==> src/hw/rtl/assert_macros.svh <==
// Assertion helpers, clocked on clk_i and disabled while rst_ni is low.
`ifndef ASSERT_MACROS_SVH
`define ASSERT_MACROS_SVH
`ifndef SYNTHESIS
// Same-cycle implication
`define CSD_ASSERT(name, ante, cons, msg) \
  name: assert property (@(posedge clk_i) disable iff (!rst_ni) (ante) |-> (cons)) \
    else $error(msg);
// Next-cycle implication
`define CSD_ASSERT_NEXT(name, ante, cons, msg) \
  name: assert property (@(posedge clk_i) disable iff (!rst_ni) (ante) |=> (cons)) \
    else $error(msg);
`else
`define CSD_ASSERT(name, ante, cons, msg)
`define CSD_ASSERT_NEXT(name, ante, cons, msg)
`endif
`endif

==> src/hw/rtl/csd_pkg.sv <==
package csd_pkg;

  // Fixed field widths
  localparam int unsigned SAMPLE_W   = 24;
  localparam int unsigned LIMIT_W    = 23;
  localparam int unsigned TIME_W     = 24;
  localparam int unsigned ID_W       = 16;
  localparam int unsigned CFG_IDX_W  = 3;
  localparam int unsigned CFG_DATA_W = 24;

  // Milliseconds per second, for the drift scaling
  localparam int unsigned MS_PER_S = 1000;

  // Configuration register indexes
  localparam logic [CFG_IDX_W-1:0] CFG_OXY_RANGE = 3'd0;
  localparam logic [CFG_IDX_W-1:0] CFG_HEL_RANGE = 3'd1;
  localparam logic [CFG_IDX_W-1:0] CFG_OXY_DRIFT = 3'd2;
  localparam logic [CFG_IDX_W-1:0] CFG_HEL_DRIFT = 3'd3;
  localparam logic [CFG_IDX_W-1:0] CFG_MIN_RUN   = 3'd4;
  localparam logic [CFG_IDX_W-1:0] CFG_TIMEOUT   = 3'd5;

  typedef enum logic [1:0] {
    OP_START  = 2'd0,
    OP_SAMPLE = 2'd1,
    OP_CANCEL = 2'd2
  } op_e;

  typedef enum logic [2:0] {
    PH_SETTLING  = 3'd0,
    PH_STABLE    = 3'd1,
    PH_SAVED     = 3'd2,
    PH_FAILED    = 3'd3,
    PH_CANCELLED = 3'd4
  } phase_e;

  typedef enum logic [2:0] {
    S_IDLE,
    S_LAUNCH,
    S_WALK,
    S_CALC,
    S_DECIDE,
    S_DIVIDE,
    S_EMIT
  } state_e;

  typedef struct packed {
    logic [1:0]               opcode;
    logic                     use_helium;
    logic [ID_W-1:0]          request_id;
    logic signed [SAMPLE_W-1:0] sample_value;
    logic                     sample_finite;
    logic [TIME_W-1:0]        run_elapsed_ms;
  } in_item_t;

  typedef struct packed {
    logic [ID_W-1:0]          result_id;
    logic [2:0]               phase;
    logic signed [SAMPLE_W-1:0] last_sample;
    logic                     last_present;
    logic signed [SAMPLE_W-1:0] window_mean;
    logic [TIME_W-1:0]        report_elapsed_ms;
  } out_item_t;

endpackage

==> src/hw/rtl/csd_stream_if.sv <==
interface csd_stream_if #(
  parameter type payload_t = logic
);
  logic     valid;
  logic     ready;
  payload_t payload;

  modport source (output valid, output payload, input ready);
  modport sink (input valid, input payload, output ready);
endinterface

==> src/hw/rtl/csd_window.sv <==
// Sample ring and the window walk: one entry read per cycle, oldest first,
// folded into min, max, total and the two half sums.
module csd_window #(
  parameter int unsigned W  = 8,
  parameter int unsigned SB = 24,
  parameter int unsigned AW = 3,
  parameter int unsigned TW = 28
) (
  input  logic                 clk_i,
  input  logic                 rst_ni,
  input  logic                 wr_en_i,
  input  logic [AW-1:0]        wr_slot_i,
  input  logic [SB-1:0]        wr_data_i,
  input  logic                 walk_start_i,
  input  logic [AW-1:0]        walk_base_i,
  output logic                 walk_done_o,
  output logic signed [SB-1:0] min_o,
  output logic signed [SB-1:0] max_o,
  output logic signed [TW-1:0] total_o,
  output logic signed [TW-1:0] older_o,
  output logic signed [TW-1:0] newer_o
);

  localparam int unsigned H = W / 2;

  logic [SB-1:0] ring_q [W];
  logic [SB-1:0] rd_data_q;

  logic          busy_q;
  logic [AW-1:0] iss_k_q;
  logic [AW-1:0] rd_ptr_q;
  logic          rd_vld_q;
  logic [AW-1:0] rd_k_q;
  logic          done_q;

  logic signed [SB-1:0] min_q, max_q;
  logic signed [TW-1:0] total_q, older_q, newer_q;
  logic signed [SB-1:0] v;
  logic signed [TW-1:0] v_ext;

  // Ring storage, one write and one registered read per cycle
  always_ff @(posedge clk_i) begin
    if (wr_en_i) begin
      ring_q[wr_slot_i] <= wr_data_i;
    end
    rd_data_q <= ring_q[rd_ptr_q];
  end

  // Read issue counter, wrapping pointer from the oldest entry
  always_ff @(posedge clk_i or negedge rst_ni) begin
    if (!rst_ni) begin
      busy_q   <= 1'b0;
      iss_k_q  <= '0;
      rd_ptr_q <= '0;
      rd_vld_q <= 1'b0;
      rd_k_q   <= '0;
      done_q   <= 1'b0;
    end else begin
      rd_vld_q <= busy_q;
      rd_k_q   <= iss_k_q;
      done_q   <= rd_vld_q && (rd_k_q == AW'(W - 1));
      if (walk_start_i) begin
        busy_q   <= 1'b1;
        iss_k_q  <= '0;
        rd_ptr_q <= walk_base_i;
      end else if (busy_q) begin
        rd_ptr_q <= (rd_ptr_q == AW'(W - 1)) ? '0 : rd_ptr_q + 1'b1;
        iss_k_q  <= iss_k_q + 1'b1;
        if (iss_k_q == AW'(W - 1)) begin
          busy_q <= 1'b0;
        end
      end
    end
  end

  assign v     = $signed(rd_data_q);
  assign v_ext = TW'(v);

  // Accumulate; the first entry seeds min, max, total and the older sum, and clears the newer sum
  always_ff @(posedge clk_i) begin
    if (rd_vld_q) begin
      if (rd_k_q == '0) begin
        min_q   <= v;
        max_q   <= v;
        total_q <= v_ext;
        older_q <= v_ext;
        newer_q <= '0;
      end else begin
        if (v < min_q) min_q <= v;
        if (v > max_q) max_q <= v;
        total_q <= total_q + v_ext;
        if (rd_k_q < AW'(H)) begin
          older_q <= older_q + v_ext;
        end else if (rd_k_q >= AW'(W - H)) begin
          newer_q <= newer_q + v_ext;
        end
      end
    end
  end

  assign walk_done_o = done_q;
  assign min_o       = min_q;
  assign max_o       = max_q;
  assign total_o     = total_q;
  assign older_o     = older_q;
  assign newer_o     = newer_q;

endmodule

==> src/hw/rtl/calibration_stability_detector_top.sv <==
// Channel   Dir  Carries                     Transfer when
// req_i     in   start / sample / cancel     req_i.valid && req_i.ready
// rsp_o     out  run report                  rsp_o.valid && rsp_o.ready
// cfg_*     in   limit and time registers    cfg_we_i
//
// Start and cancel go straight to the report step; a sample before the window is full passes the decide step first.
// A full window is walked by one accumulator reading one ring entry a cycle,
// then checked in the calc and decide steps. A saved report adds a divide step
// for the mean, a multiply by the rounded-up reciprocal of the window size.
// req_i.ready is high only between items; a waiting report holds the next item
// in its last step, and the input with it. Reset is asynchronous; no ring clear.
`include "assert_macros.svh"

module calibration_stability_detector_top #(
  parameter int unsigned WINDOW_SAMPLES   = 8,
  parameter int unsigned SAMPLE_PERIOD_MS = 500,
  parameter int unsigned SAMPLE_BITS      = 24
) (
  input  logic                             clk_i,
  input  logic                             rst_ni,
  input  logic                             cfg_we_i,
  input  logic [csd_pkg::CFG_IDX_W-1:0]    cfg_idx_i,
  input  logic [csd_pkg::CFG_DATA_W-1:0]   cfg_data_i,
  csd_stream_if.sink                       req_i,
  csd_stream_if.source                     rsp_o
);

  localparam int unsigned W   = WINDOW_SAMPLES;
  localparam int unsigned SB  = (SAMPLE_BITS < csd_pkg::SAMPLE_W) ? SAMPLE_BITS
                                                                  : csd_pkg::SAMPLE_W;
  localparam int unsigned AW  = $clog2(W);
  localparam int unsigned FW  = $clog2(W + 1);
  localparam int unsigned H   = W / 2;
  localparam int unsigned TW  = SB + $clog2(W) + 1;
  localparam int unsigned DW  = TW + 1;
  localparam int unsigned K   = H * (H + 1) * SAMPLE_PERIOD_MS;
  localparam int unsigned KW  = $clog2(K + 1);
  localparam int unsigned LW  = DW + $clog2(csd_pkg::MS_PER_S + 1);
  localparam int unsigned RW  = csd_pkg::LIMIT_W + KW;
  localparam int unsigned CW  = (LW > RW) ? LW : RW;
  localparam int unsigned GW  = (SB + 1 > csd_pkg::LIMIT_W) ? SB + 1 : csd_pkg::LIMIT_W;
  localparam int unsigned NW  = TW;
  // Reciprocal scaling: exact quotient for any dividend below 2**NW
  localparam int unsigned RS  = NW + $clog2(W);
  localparam int unsigned MW  = NW + 2;
  localparam int unsigned PW  = RS + NW + 2;
  localparam logic [MW-1:0] RECIP = MW'(((64'd1 << RS) + 64'(W) - 64'd1) / 64'(W));

  // Configuration registers
  logic [csd_pkg::LIMIT_W-1:0] oxy_rng_q, hel_rng_q, oxy_dft_q, hel_dft_q;
  logic [csd_pkg::TIME_W-1:0]  min_run_q, timeout_q;

  // Run state
  csd_pkg::state_e         state_q, state_d;
  logic                    run_active_q;
  logic                    helium_q;
  logic [csd_pkg::ID_W-1:0] held_id_q;
  logic [AW-1:0]           slot_q;
  logic [FW-1:0]           fill_q;
  logic [SB-1:0]           newest_q;

  // Current item
  logic [SB-1:0]               smp_q;
  logic                        fin_q;
  logic [csd_pkg::TIME_W-1:0]  elapsed_q;
  logic                        full_q;

  // Check and divide
  logic                range_ok_q;
  logic [CW-1:0]       lhs_q, rhs_q;
  logic                neg_q;
  logic [NW-1:0]       div_q;
  logic                mean_en_q;

  // Report staging and output register
  csd_pkg::out_item_t  res_q, out_q, res_out;
  logic                out_valid_q;

  // Window walk results
  logic                 walk_start, walk_done;
  logic signed [SB-1:0] min_w, max_w;
  logic signed [TW-1:0] total_w, older_w, newer_w;

  csd_pkg::in_item_t    item;
  logic                 accept, is_start, is_cancel, is_sample;
  logic [SB-1:0]        smp_in;
  logic [AW-1:0]        slot_inc;
  logic [FW-1:0]        fill_nx;
  logic                 full_nx;
  logic                 stable_c, save_c, fail_c, emit_go;
  logic [csd_pkg::LIMIT_W-1:0] rlim, dlim;
  logic [SB:0]          spread;
  logic signed [DW-1:0] diff;
  logic [DW-1:0]        ad;
  logic [NW-1:0]        tot_abs;
  logic [PW-1:0]        prod;
  logic signed [NW:0]   mean_s;
  logic signed [csd_pkg::SAMPLE_W-1:0] newest24, smp24, mean24;

  // Item decode
  assign item      = req_i.payload;
  assign accept    = req_i.valid && req_i.ready;
  assign is_start  = accept && (item.opcode == csd_pkg::OP_START) && !run_active_q;
  assign is_cancel = accept && (item.opcode == csd_pkg::OP_CANCEL) && run_active_q &&
                     (item.request_id == held_id_q);
  assign is_sample = accept && (item.opcode == csd_pkg::OP_SAMPLE) && run_active_q;
  assign smp_in    = item.sample_value[SB-1:0];
  assign slot_inc  = (slot_q == AW'(W - 1)) ? '0 : slot_q + 1'b1;
  assign fill_nx   = !item.sample_finite ? '0 :
                     (fill_q == FW'(W)) ? fill_q : fill_q + 1'b1;
  assign full_nx   = (fill_nx == FW'(W));

  // Stability and outcome
  assign rlim     = helium_q ? hel_rng_q : oxy_rng_q;
  assign dlim     = helium_q ? hel_dft_q : oxy_dft_q;
  assign spread   = {max_w[SB-1], max_w} - {min_w[SB-1], min_w};
  assign diff     = DW'(newer_w) - DW'(older_w);
  assign ad       = diff[DW-1] ? DW'(-diff) : DW'(diff);
  assign stable_c = full_q && range_ok_q && (lhs_q <= rhs_q);
  assign save_c   = stable_c && (elapsed_q >= min_run_q);
  assign fail_c   = elapsed_q >= timeout_q;
  assign tot_abs  = total_w[TW-1] ? NW'(-total_w) : NW'(total_w);

  // Divide by the window size through its reciprocal
  assign prod   = PW'(div_q) * PW'(RECIP);
  assign mean_s = neg_q ? -$signed({1'b0, div_q}) : $signed({1'b0, div_q});
  assign mean24 = csd_pkg::SAMPLE_W'(mean_s);

  assign newest24 = csd_pkg::SAMPLE_W'($signed(newest_q));
  assign smp24    = csd_pkg::SAMPLE_W'($signed(smp_q));

  assign emit_go    = (state_q == csd_pkg::S_EMIT) && (!out_valid_q || rsp_o.ready);
  assign walk_start = (state_q == csd_pkg::S_LAUNCH);

  csd_window #(
    .W  (W),
    .SB (SB),
    .AW (AW),
    .TW (TW)
  ) u_window (
    .clk_i        (clk_i),
    .rst_ni       (rst_ni),
    .wr_en_i      (is_sample && item.sample_finite),
    .wr_slot_i    (slot_q),
    .wr_data_i    (smp_in),
    .walk_start_i (walk_start),
    .walk_base_i  (slot_q),
    .walk_done_o  (walk_done),
    .min_o        (min_w),
    .max_o        (max_w),
    .total_o      (total_w),
    .older_o      (older_w),
    .newer_o      (newer_w)
  );

  // Configuration writes
  always_ff @(posedge clk_i or negedge rst_ni) begin
    if (!rst_ni) begin
      oxy_rng_q <= 23'd256;
      hel_rng_q <= 23'd1280;
      oxy_dft_q <= 23'd64;
      hel_dft_q <= 23'd256;
      min_run_q <= 24'd10000;
      timeout_q <= 24'd120000;
    end else if (cfg_we_i) begin
      case (cfg_idx_i)
        csd_pkg::CFG_OXY_RANGE: oxy_rng_q <= cfg_data_i[csd_pkg::LIMIT_W-1:0];
        csd_pkg::CFG_HEL_RANGE: hel_rng_q <= cfg_data_i[csd_pkg::LIMIT_W-1:0];
        csd_pkg::CFG_OXY_DRIFT: oxy_dft_q <= cfg_data_i[csd_pkg::LIMIT_W-1:0];
        csd_pkg::CFG_HEL_DRIFT: hel_dft_q <= cfg_data_i[csd_pkg::LIMIT_W-1:0];
        csd_pkg::CFG_MIN_RUN:   min_run_q <= cfg_data_i[csd_pkg::TIME_W-1:0];
        csd_pkg::CFG_TIMEOUT:   timeout_q <= cfg_data_i[csd_pkg::TIME_W-1:0];
        default: ;
      endcase
    end
  end

  // Sequencer state register
  always_ff @(posedge clk_i or negedge rst_ni) begin
    if (!rst_ni) begin
      state_q <= csd_pkg::S_IDLE;
    end else begin
      state_q <= state_d;
    end
  end

  // Next state
  always_comb begin
    state_d = state_q;
    case (state_q)
      csd_pkg::S_IDLE: begin
        if (is_start || is_cancel) begin
          state_d = csd_pkg::S_EMIT;
        end else if (is_sample) begin
          state_d = full_nx ? csd_pkg::S_LAUNCH : csd_pkg::S_DECIDE;
        end
      end
      csd_pkg::S_LAUNCH: state_d = csd_pkg::S_WALK;
      csd_pkg::S_WALK: begin
        if (walk_done) state_d = csd_pkg::S_CALC;
      end
      csd_pkg::S_CALC:   state_d = csd_pkg::S_DECIDE;
      csd_pkg::S_DECIDE: state_d = save_c ? csd_pkg::S_DIVIDE : csd_pkg::S_EMIT;
      csd_pkg::S_DIVIDE: state_d = csd_pkg::S_EMIT;
      csd_pkg::S_EMIT: begin
        if (emit_go) state_d = csd_pkg::S_IDLE;
      end
      default: state_d = csd_pkg::S_IDLE;
    endcase
  end

  // Run control and output valid
  always_ff @(posedge clk_i or negedge rst_ni) begin
    if (!rst_ni) begin
      run_active_q <= 1'b0;
      helium_q     <= 1'b0;
      held_id_q    <= '0;
      slot_q       <= '0;
      fill_q       <= '0;
      out_valid_q  <= 1'b0;
    end else begin
      if (is_start) begin
        run_active_q <= 1'b1;
        helium_q     <= item.use_helium;
        held_id_q    <= item.request_id;
        slot_q       <= '0;
        fill_q       <= '0;
      end
      if (is_cancel) begin
        run_active_q <= 1'b0;
      end
      if (is_sample) begin
        slot_q <= item.sample_finite ? slot_inc : '0;
        fill_q <= fill_nx;
      end
      if ((state_q == csd_pkg::S_DECIDE) && (save_c || fail_c)) begin
        run_active_q <= 1'b0;
      end
      if (emit_go) begin
        out_valid_q <= 1'b1;
      end else if (rsp_o.ready) begin
        out_valid_q <= 1'b0;
      end
    end
  end

  // Final report: the mean goes in only for a saved run
  always_comb begin
    res_out             = res_q;
    res_out.window_mean = mean_en_q ? mean24 : res_q.window_mean;
  end

  // Item capture, checks, divide and report staging
  always_ff @(posedge clk_i) begin
    if (is_sample) begin
      smp_q     <= smp_in;
      fin_q     <= item.sample_finite;
      elapsed_q <= item.run_elapsed_ms;
      full_q    <= full_nx;
      if (item.sample_finite) newest_q <= smp_in;
    end
    if (is_start) begin
      res_q.result_id         <= item.request_id;
      res_q.phase             <= csd_pkg::PH_SETTLING;
      res_q.last_sample       <= '0;
      res_q.last_present      <= 1'b0;
      res_q.window_mean       <= '0;
      res_q.report_elapsed_ms <= '0;
      mean_en_q               <= 1'b0;
    end
    if (is_cancel) begin
      res_q.result_id         <= held_id_q;
      res_q.phase             <= csd_pkg::PH_CANCELLED;
      res_q.last_sample       <= (fill_q != '0) ? newest24 : '0;
      res_q.last_present      <= (fill_q != '0);
      res_q.window_mean       <= '0;
      res_q.report_elapsed_ms <= item.run_elapsed_ms;
      mean_en_q               <= 1'b0;
    end
    // Spread check and cross-multiplied drift check
    if (state_q == csd_pkg::S_CALC) begin
      range_ok_q <= GW'(spread) <= GW'(rlim);
      lhs_q      <= CW'(ad) * CW'(csd_pkg::MS_PER_S);
      rhs_q      <= CW'(dlim) * CW'(K);
    end
    if (state_q == csd_pkg::S_DECIDE) begin
      res_q.result_id         <= held_id_q;
      res_q.window_mean       <= '0;
      res_q.report_elapsed_ms <= elapsed_q;
      mean_en_q               <= save_c;
      if (save_c || fail_c) begin
        res_q.phase        <= save_c ? csd_pkg::PH_SAVED : csd_pkg::PH_FAILED;
        res_q.last_sample  <= (fill_q != '0) ? newest24 : '0;
        res_q.last_present <= (fill_q != '0);
      end else begin
        res_q.phase        <= stable_c ? csd_pkg::PH_STABLE : csd_pkg::PH_SETTLING;
        res_q.last_sample  <= fin_q ? smp24 : '0;
        res_q.last_present <= fin_q;
      end
      // Magnitude plus half the divisor gives round half away from zero
      div_q <= tot_abs + NW'(H);
      neg_q <= total_w[TW-1];
    end
    if (state_q == csd_pkg::S_DIVIDE) begin
      div_q <= prod[RS +: NW];
    end
    if (emit_go) begin
      out_q <= res_out;
    end
  end

  assign req_i.ready   = (state_q == csd_pkg::S_IDLE);
  assign rsp_o.valid   = out_valid_q;
  assign rsp_o.payload = out_q;

  `CSD_ASSERT(a_fill_bound, 1'b1, fill_q <= FW'(W), "fill count beyond window size")
  `CSD_ASSERT(a_slot_bound, 1'b1, slot_q <= AW'(W - 1), "write slot beyond ring")
  `CSD_ASSERT(a_walk_done, walk_done, state_q == csd_pkg::S_WALK, "walk done outside walk")
  `CSD_ASSERT(a_run_end, $fell(run_active_q), state_q != csd_pkg::S_IDLE, "run ended in idle")
  `CSD_ASSERT_NEXT(a_idle_after_emit, emit_go, state_q == csd_pkg::S_IDLE, "no return to idle")

endmodule

==> src/flat_wrapper.sv <==
// flat-port wrapper written by rule: the top's interface ports become plain ports
module calibration_stability_detector_top_flat import csd_pkg::*;
#(
  parameter int unsigned WINDOW_SAMPLES   = 8,
  parameter int unsigned SAMPLE_PERIOD_MS = 500,
  parameter int unsigned SAMPLE_BITS      = 24
)
  (clk_i, rst_ni, cfg_we_i, cfg_idx_i, cfg_data_i, req_i_valid, req_i_payload, req_i_ready, rsp_o_valid, rsp_o_payload, rsp_o_ready);
  csd_stream_if #(.payload_t(in_item_t)) req_i_i ();
  csd_stream_if #(.payload_t(out_item_t)) rsp_o_i ();
  input  logic clk_i;
  input  logic rst_ni;
  input  logic cfg_we_i;
  input  logic [csd_pkg::CFG_IDX_W-1:0] cfg_idx_i;
  input  logic [csd_pkg::CFG_DATA_W-1:0] cfg_data_i;
  input wire logic [$bits(req_i_i.valid)-1:0] req_i_valid;
  input wire logic [$bits(req_i_i.payload)-1:0] req_i_payload;
  output wire logic [$bits(req_i_i.ready)-1:0] req_i_ready;
  output wire logic [$bits(rsp_o_i.valid)-1:0] rsp_o_valid;
  output wire logic [$bits(rsp_o_i.payload)-1:0] rsp_o_payload;
  input wire logic [$bits(rsp_o_i.ready)-1:0] rsp_o_ready;
  assign req_i_i.valid = req_i_valid;
  assign req_i_i.payload = req_i_payload;
  assign req_i_ready = req_i_i.ready;
  assign rsp_o_valid = rsp_o_i.valid;
  assign rsp_o_payload = rsp_o_i.payload;
  assign rsp_o_i.ready = rsp_o_ready;
  calibration_stability_detector_top #(.WINDOW_SAMPLES(WINDOW_SAMPLES), .SAMPLE_PERIOD_MS(SAMPLE_PERIOD_MS), .SAMPLE_BITS(SAMPLE_BITS)) u_core (.clk_i(clk_i), .rst_ni(rst_ni), .cfg_we_i(cfg_we_i), .cfg_idx_i(cfg_idx_i), .cfg_data_i(cfg_data_i), .req_i(req_i_i), .rsp_o(rsp_o_i));
endmodule
==> config.mk <==
export PLATFORM = sky130hd
export DESIGN_NAME = calibration_stability_detector_top_flat
export DESIGN_NICKNAME = d
export VERILOG_FILES = /design/src/hw/rtl/csd_pkg.sv /design/src/hw/rtl/csd_stream_if.sv /design/src/hw/rtl/csd_window.sv /design/src/hw/rtl/calibration_stability_detector_top.sv /design/src/flat_wrapper.sv
export VERILOG_INCLUDE_DIRS = /design/src /design/src/hw/rtl
export SDC_FILE = /design/constraint.sdc
export NUM_CORES = 2
export LEC_CHECK = 0
export ABC_AREA = 1
export CAP_MARGIN = 20
export CELL_PAD_IN_SITES_DETAIL_PLACEMENT = 1
export CELL_PAD_IN_SITES_GLOBAL_PLACEMENT = 1
export CORE_MARGIN = 1
export CORE_UTILIZATION = 47
export DETAILED_ROUTE_END_ITERATION = 8
export DONT_BUFFER_PORTS = 1
export PLACE_DENSITY = 0.81
export SLEW_MARGIN = 20
export SYNTH_ARGS = -nofsm -noshare
export SYNTH_HDL_FRONTEND = slang
export SYNTH_SLANG_ARGS = --single-unit
==> constraint.sdc <==
create_clock -name clk_i -period 13.2 [get_ports clk_i]
set_input_delay 2.64 -clock clk_i [delete_from_list [all_inputs] [get_ports clk_i]]
set_output_delay 2.64 -clock clk_i [all_outputs]
set_load 0.05 [all_outputs]
# == Yosys cells after proc, flatten, opt, wreduce, memory -nomap -nowiden ==
# Memories as Yosys holds them, arrays and structs flattened. A register that Yosys moved wholly into a read port is not among the register bits.
# Index checks and enable logic that the tools add are counted.
# word_totals
word_cells,199
reg_bits,647
mem_bits_rw,192
n_memories,1
# classes
n_mul,2
n_eq_ne,24
magnitude_cmp,8
n_addsub,13
mux,57
n_reduce_logical,47
# mem_list
name,words,word_bits,rd,rd_ports_with_merged_regs,write_ports,line,source
u_core.u_window.ring_q,8,24,1,1,1,csd_window.sv:26,logic [SB-1:0] ring_q [W];
# ops
operator,count
92-bit two-way mux,3
28-bit two-way mux,7
24-bit two-way mux,7
28-bit by 24-bit adder with 28-bit output,3
25-bit two-way mux,2
24-bit greater-or-equal comparator,2
23-bit two-way mux,2
3-bit two-way mux,14
39-bit by 37-bit <= comparator with 1-bit output,1
29-bit by 7-bit multiplier with 36-bit output (second input constant),1
23-bit by 10-bit multiplier with 33-bit output (second input constant),1
29-bit two-way mux,1
29-bit negator,1
28-bit by 28-bit subtractor with 29-bit output,1
28-bit by 3-bit adder with 28-bit output (second input constant),1
28-bit negator,1
3-bit == test (second input constant),9
25-bit by 23-bit <= comparator with 1-bit output,1
24-bit by 24-bit subtractor with 25-bit output,1
24-bit greater-than comparator,1
24-bit less-than comparator,1
24-bit negator,1
3-bit case mux with 7 select lines,1
2-bit AND reduction,10
other kinds (25),78

# == Depth between registers and ports, before layout ==
# depth
ltp_word,8
ltp_mapped,39
mapped_depth_nobuf,39

# == Modules after synthesis ==
# From an unflattened synthesis, not the netlist that was laid out.
# unflattened
hier_cells,6314
hier_area_um2,56071.3
# by_module_without_submodules
module,instances,area_per_inst_um2,seq_area_each_um2,cells_each
calibration_stability_detector_top,1,36552.6,14249.9,4196
csd_window,1,19518.7,10510.1,2118

# == Worst setup path after synthesis ==
# No wires, ideal clock.
# synth_timing
path_type,in2reg
startpoint,in req_i_payload[66]
endpoint,"mem u_core.u_window.ring_q[4][0], enable pin"
cell_stages,6
t_required_ns,12.765
arrival_ns,9.353
setup_slack_ns,3.411
path_cell_list,inv_1 -> nor4_2 -> inv_1 -> nor2_1 -> nand2_1 -> nor3_1
# synth_between
elab_chain_len,6
# synth_rtl
item,line,source
start: declaration,flat_wrapper.sv:17,input wire logic [$bits(req_i_i.payload)-1:0] req_i_payload;
2-bit by 1-bit == test with 1-bit output,calibration_stability_detector_top.sv:106,assign is_sample = accept && (item.opcode == csd_pkg::OP_SAMPLE) && run_active_q;
1-bit logical AND (2 in series),calibration_stability_detector_top.sv:106,
via u_core.is_sample,calibration_stability_detector_top.sv:85,"logic accept, is_start, is_cancel, is_sample;"
1-bit logical AND,calibration_stability_detector_top.sv:143,".wr_en_i (is_sample && item.sample_finite),"
via u_core.u_window.wr_en_i,csd_window.sv:11,"input logic wr_en_i,"
1-bit two-way mux,csd_window.sv:43,if (wr_en_i) begin
1-bit two-way mux (implied by the code),csd_window.sv:44,ring_q[wr_slot_i] <= wr_data_i;
end: declaration,csd_window.sv:26,
# The timed path passes the listed nets, and every way through them passes these cells.

# == Final worst setup path ==
# layout_timing
startpoint,"reg u_core.u_window.newer_q[0], in the netlist u_core.u_window.newer_o[0]"
endpoint,reg u_core.lhs_q[29] (data pin)
# layout_between
elab_chain_len,4
# layout_rtl
item,line,source
start: declaration,csd_window.sv:37,"logic signed [TW-1:0] total_q, older_q, newer_q;"
start signal: assignment,csd_window.sv:95,newer_q <= newer_q + v_ext;
28-bit by 28-bit subtractor with 29-bit output *,calibration_stability_detector_top.sv:117,assign diff = DW'(newer_w) - DW'(older_w);
29-bit negator,calibration_stability_detector_top.sv:118,assign ad = diff[DW-1] ? DW'(-diff) : DW'(diff);
29-bit two-way mux *,calibration_stability_detector_top.sv:118,
via u_core.ad[1],calibration_stability_detector_top.sv:94,logic [DW-1:0] ad;
29-bit by 7-bit multiplier with 36-bit output *,calibration_stability_detector_top.sv:283,lhs_q <= CW'(ad) * CW'(csd_pkg::MS_PER_S);
end signal: assignment,calibration_stability_detector_top.sv:283,
end: declaration,calibration_stability_detector_top.sv:70,"logic [CW-1:0] lhs_q, rhs_q;"
# Mark *: on every way through the listed nets, which the timed path passes. The rest lies on a longest branch.
# A chain may end at the register's enable or synchronous reset.

==> results.json <==
{
  "grt-ovfl-total": 0,
  "critical-path-slowest-cell": "o21ai_0",
  "drt-total-wl_um": 156000,
  "finalSetupTns_ps": 0,
  "max-slew-margin-rel_pct": 29.5,
  "dieHeight_um": 343,
  "hold_buffers": 0,
  "syn-cell-area_um2": 54500,
  "setup.worst_path.class": "reg -> reg",
  "cap_violations": 0,
  "detail-route-antenna-nets": 0,
  "row_count": 124,
  "synth-edff-count": 655,
  "slowest_delay_ps": 820,
  "rsz0062_at_grt": "false",
  "clock_latency_ps": 710,
  "start_kind": "register",
  "dp_hpwl_um": 113000,
  "synth_top_area_share_pct": 36.1,
  "htree_num_levels": 3,
  "max_slew.worst_pin.slew_ps": 1060,
  "drc_errors": 5,
  "synth_area_leaders": "edfxtp_1 36%, ha_1 11%, nand2_1 7.7%, dfrtp_1 7.5%, inv_1 6.2%",
  "status": "finished, violations left",
  "syn_area_per_cell_um2": 9.18,
  "period_needed_ps": 7980,
  "io_buffer_count": 0,
  "crit_path_max_fanout": 30,
  "core_area_um2": 115000,
  "skew_ps": 82.7,
  "die_area_um2": 117000,
  "cts.sink_count": 863,
  "finalHoldViolCount": 0,
  "synth_top_area_cell": "edfxtp_1",
  "clockRootBuffer": "clkbuf_16",
  "cp.arrival_ps": 8380,
  "post-cts-setup-buffer-count": 0,
  "vias": 42343,
  "post_synth_xor_area_fraction_pct": 2.73,
  "firstDrtPassIters": 9,
  "slew_violations": 0,
  "ys_seq_area_share_pct": 45.4,
  "endpoint_kind": "register",
  "track_usage_pct": 26.7,
  "finalNetCount": 6682,
  "first_global_vias": 45805,
  "syn_to_final_growth_pct": 9.56,
  "synth-simple-area-share_pct": 16.6,
  "tritoncts": "yes",
  "final_cell_mix": "1117 x nand2_1, 896 x inv_1, 655 x edfxtp_1, 525 x o21ai_0, 488 x nor2_1",
  "drt_iter0_drc": 2533,
  "period_share_pct": 60.5,
  "synth.area.mux_share_pct": 0.404,
  "start_util_pct": 47.6,
  "ys_seq_elements": 863,
  "hold_class": "reg -> reg",
  "cp_data_required_time_ps": 13600,
  "crit_family": "adder cells",
  "cts_resized": 0,
  "synth_top_family_by_area": "simple AND/OR/NAND/NOR gates",
  "syn_nets": 6665,
  "grt_pass1_wl_um": 249000,
  "synthCells": 5938,
  "final_common_cell": "nand2_1",
  "synth_warnings": 0,
  "globalplace.congestion": 0.892,
  "antenna_found_initial": 3,
  "via_per_inst": 5.61,
  "failed_checks": "design-rule violations",
  "synth_compound_area_share_pct": 10.9,
  "clock_tree.buffer_depth": 3,
  "drive_gt1_share_pct": 6.30,
  "ys.flop_type": "edfxtp_1",
  "grt_max_degree": 182,
  "max_freq_mhz": 125,
  "fp.dieW_um": 343,
  "synth_fa_ha_area_share_pct": 16.6,
  "clk_pin_slew_worst_paths_ps": 60,
  "critPathBufInv": 5,
  "async_reset_ff_share_pct": 21.0,
  "io_pins": 194,
  "setup_violations": 0,
  "wire_per_inst_um": 20.7,
  "synth.distinct_cells": 65,
  "cts_buffers": 92
}
[final cells by class]
type / instances / area, um^2
Fill cell: 13058 / 54900
Multi-Input combinational cell: 4030 / 25900
Sequential cell: 863 / 24800
Inverter: 920 / 3460
Clock buffer: 118 / 2610
Tap cell: 1512 / 1890
Clock inverter: 53 / 727
Timing Repair Buffer: 48 / 360
Antenna cell: 2 / 5.00
[registers in the layout, summed over array words and instances, names as in the netlist, 24 cells and up]
register	flops
u_core.div_q	28
u_core.elapsed_q	24
u_core.lhs_q	36
u_core.min_run_q	24
u_core.newest24	24
u_core.res_out	68
u_core.rhs_q	33
u_core.rsp_o.payload	92
u_core.smp24	24
u_core.timeout_q	24
u_core.u_window.max_o	24
u_core.u_window.min_o	24
u_core.u_window.newer_o	28
u_core.u_window.older_o	28
u_core.u_window.rd_data_q	24
u_core.u_window.ring_q	192
u_core.u_window.total_o	28
[routing by layer]
layer / track usage [%] / vias to the layer above / part of all wire [%]
met1: 32.6 / 21175 / 41
li1: - / 19887 / -
met5: 0 / - / 0
met3: 2.89 / 319 / 3.9
met4: 10.7 / 0 / 3.9
met2: 47.8 / 962 / 51
[per-stage QoR]
stage               area [um^2]  std cells  hold slack [ps]  setup slack (ps)  util (%)
global route              59700       7546              417              4600      52.1
detailed placement        56400       7373              405              5250      49.2
finish                    59700       7546              398              5220      52.1
CTS                       59700       7544              398              5190      52.1
global placement          56400       7373              395              5440      49.2
floorplan                 54500       5938              373              3410         -
[logic make-up (layout without fill, tap and decap cells)]
| group | count (synthesis) | in the layout |
|---|---|---|
| flip-flops | 863 | 863 |
| adder cells (fa/ha/maj) | 627 | 627 |
| XOR/XNOR | 169 | 169 |
| other | 0 | 2 |
| multiplexers | 22 | 22 |
| AND/OR/NAND/NOR | 2118 | 2118 |
| buffers and inverters | 1045 | 1139 |
| AO/OA/AOI/OAI | 1094 | 1094 |
[cells in the mapped netlist, drive strengths merged, types with 5 or more instances]
cell type  instances
inv              919
mux2i             22
a211oi             6
nand3            204
nor3              76
nor4              21
dfxtp             27
a22o              23
dfrtp            164
clkbuf           107
xor2             112
buf               18
xnor2             57
o22ai             32
ha               464
dfstp             17
edfxtp           655
o21bai            19
a21boi             9
o21a              17
o21ai            535
o211ai            13
nand4             55
o221ai             6
nand2           1162
or2               34
a21o              24
o31ai              5
and3               6
nand3b            34
nor2             516
a31oi             48
a21oi            346
fa               163
[final timing paths]
kind	startpoint	end	slack, ps	depth (start not counted)
setup reg to reg	u_core.u_window.newer_o[0]$_SDFFCE_PP0P_	u_core.lhs_q[29]$_DFFE_PP_	5220	32
min in group asynchronous	rst_ni	u_core.held_id_q[4]$_DFFE_PN0P_	1640	0
max in group asynchronous	rst_ni	u_core.hel_dft_q[11]$_DFFE_PN0P_	11090	0
hold / removal	u_core.u_window.iss_k_q[2]$_DFFE_PN0P_	u_core.u_window.rd_k_q[2]$_DFF_PN0_	400	0
hold reg to reg	u_core.u_window.iss_k_q[2]$_DFFE_PN0P_	u_core.u_window.rd_k_q[2]$_DFF_PN0_	400	0
setup / recovery	u_core.u_window.newer_o[0]$_SDFFCE_PP0P_	u_core.lhs_q[29]$_DFFE_PP_	5220	32
[worst register-to-register path, delay by kind of cell (launching register included)]
family | cells | cell delay [ps]
fa+ha+maj | 7 | 3040
compound gates | 7 | 2350
flops | 1 | 360
simple gates | 13 | 1510
buf+inv | 5 | 390
Power is not shown: default switching activity piles up to over one toggle a cycle in this logic, so the estimate is an artifact.
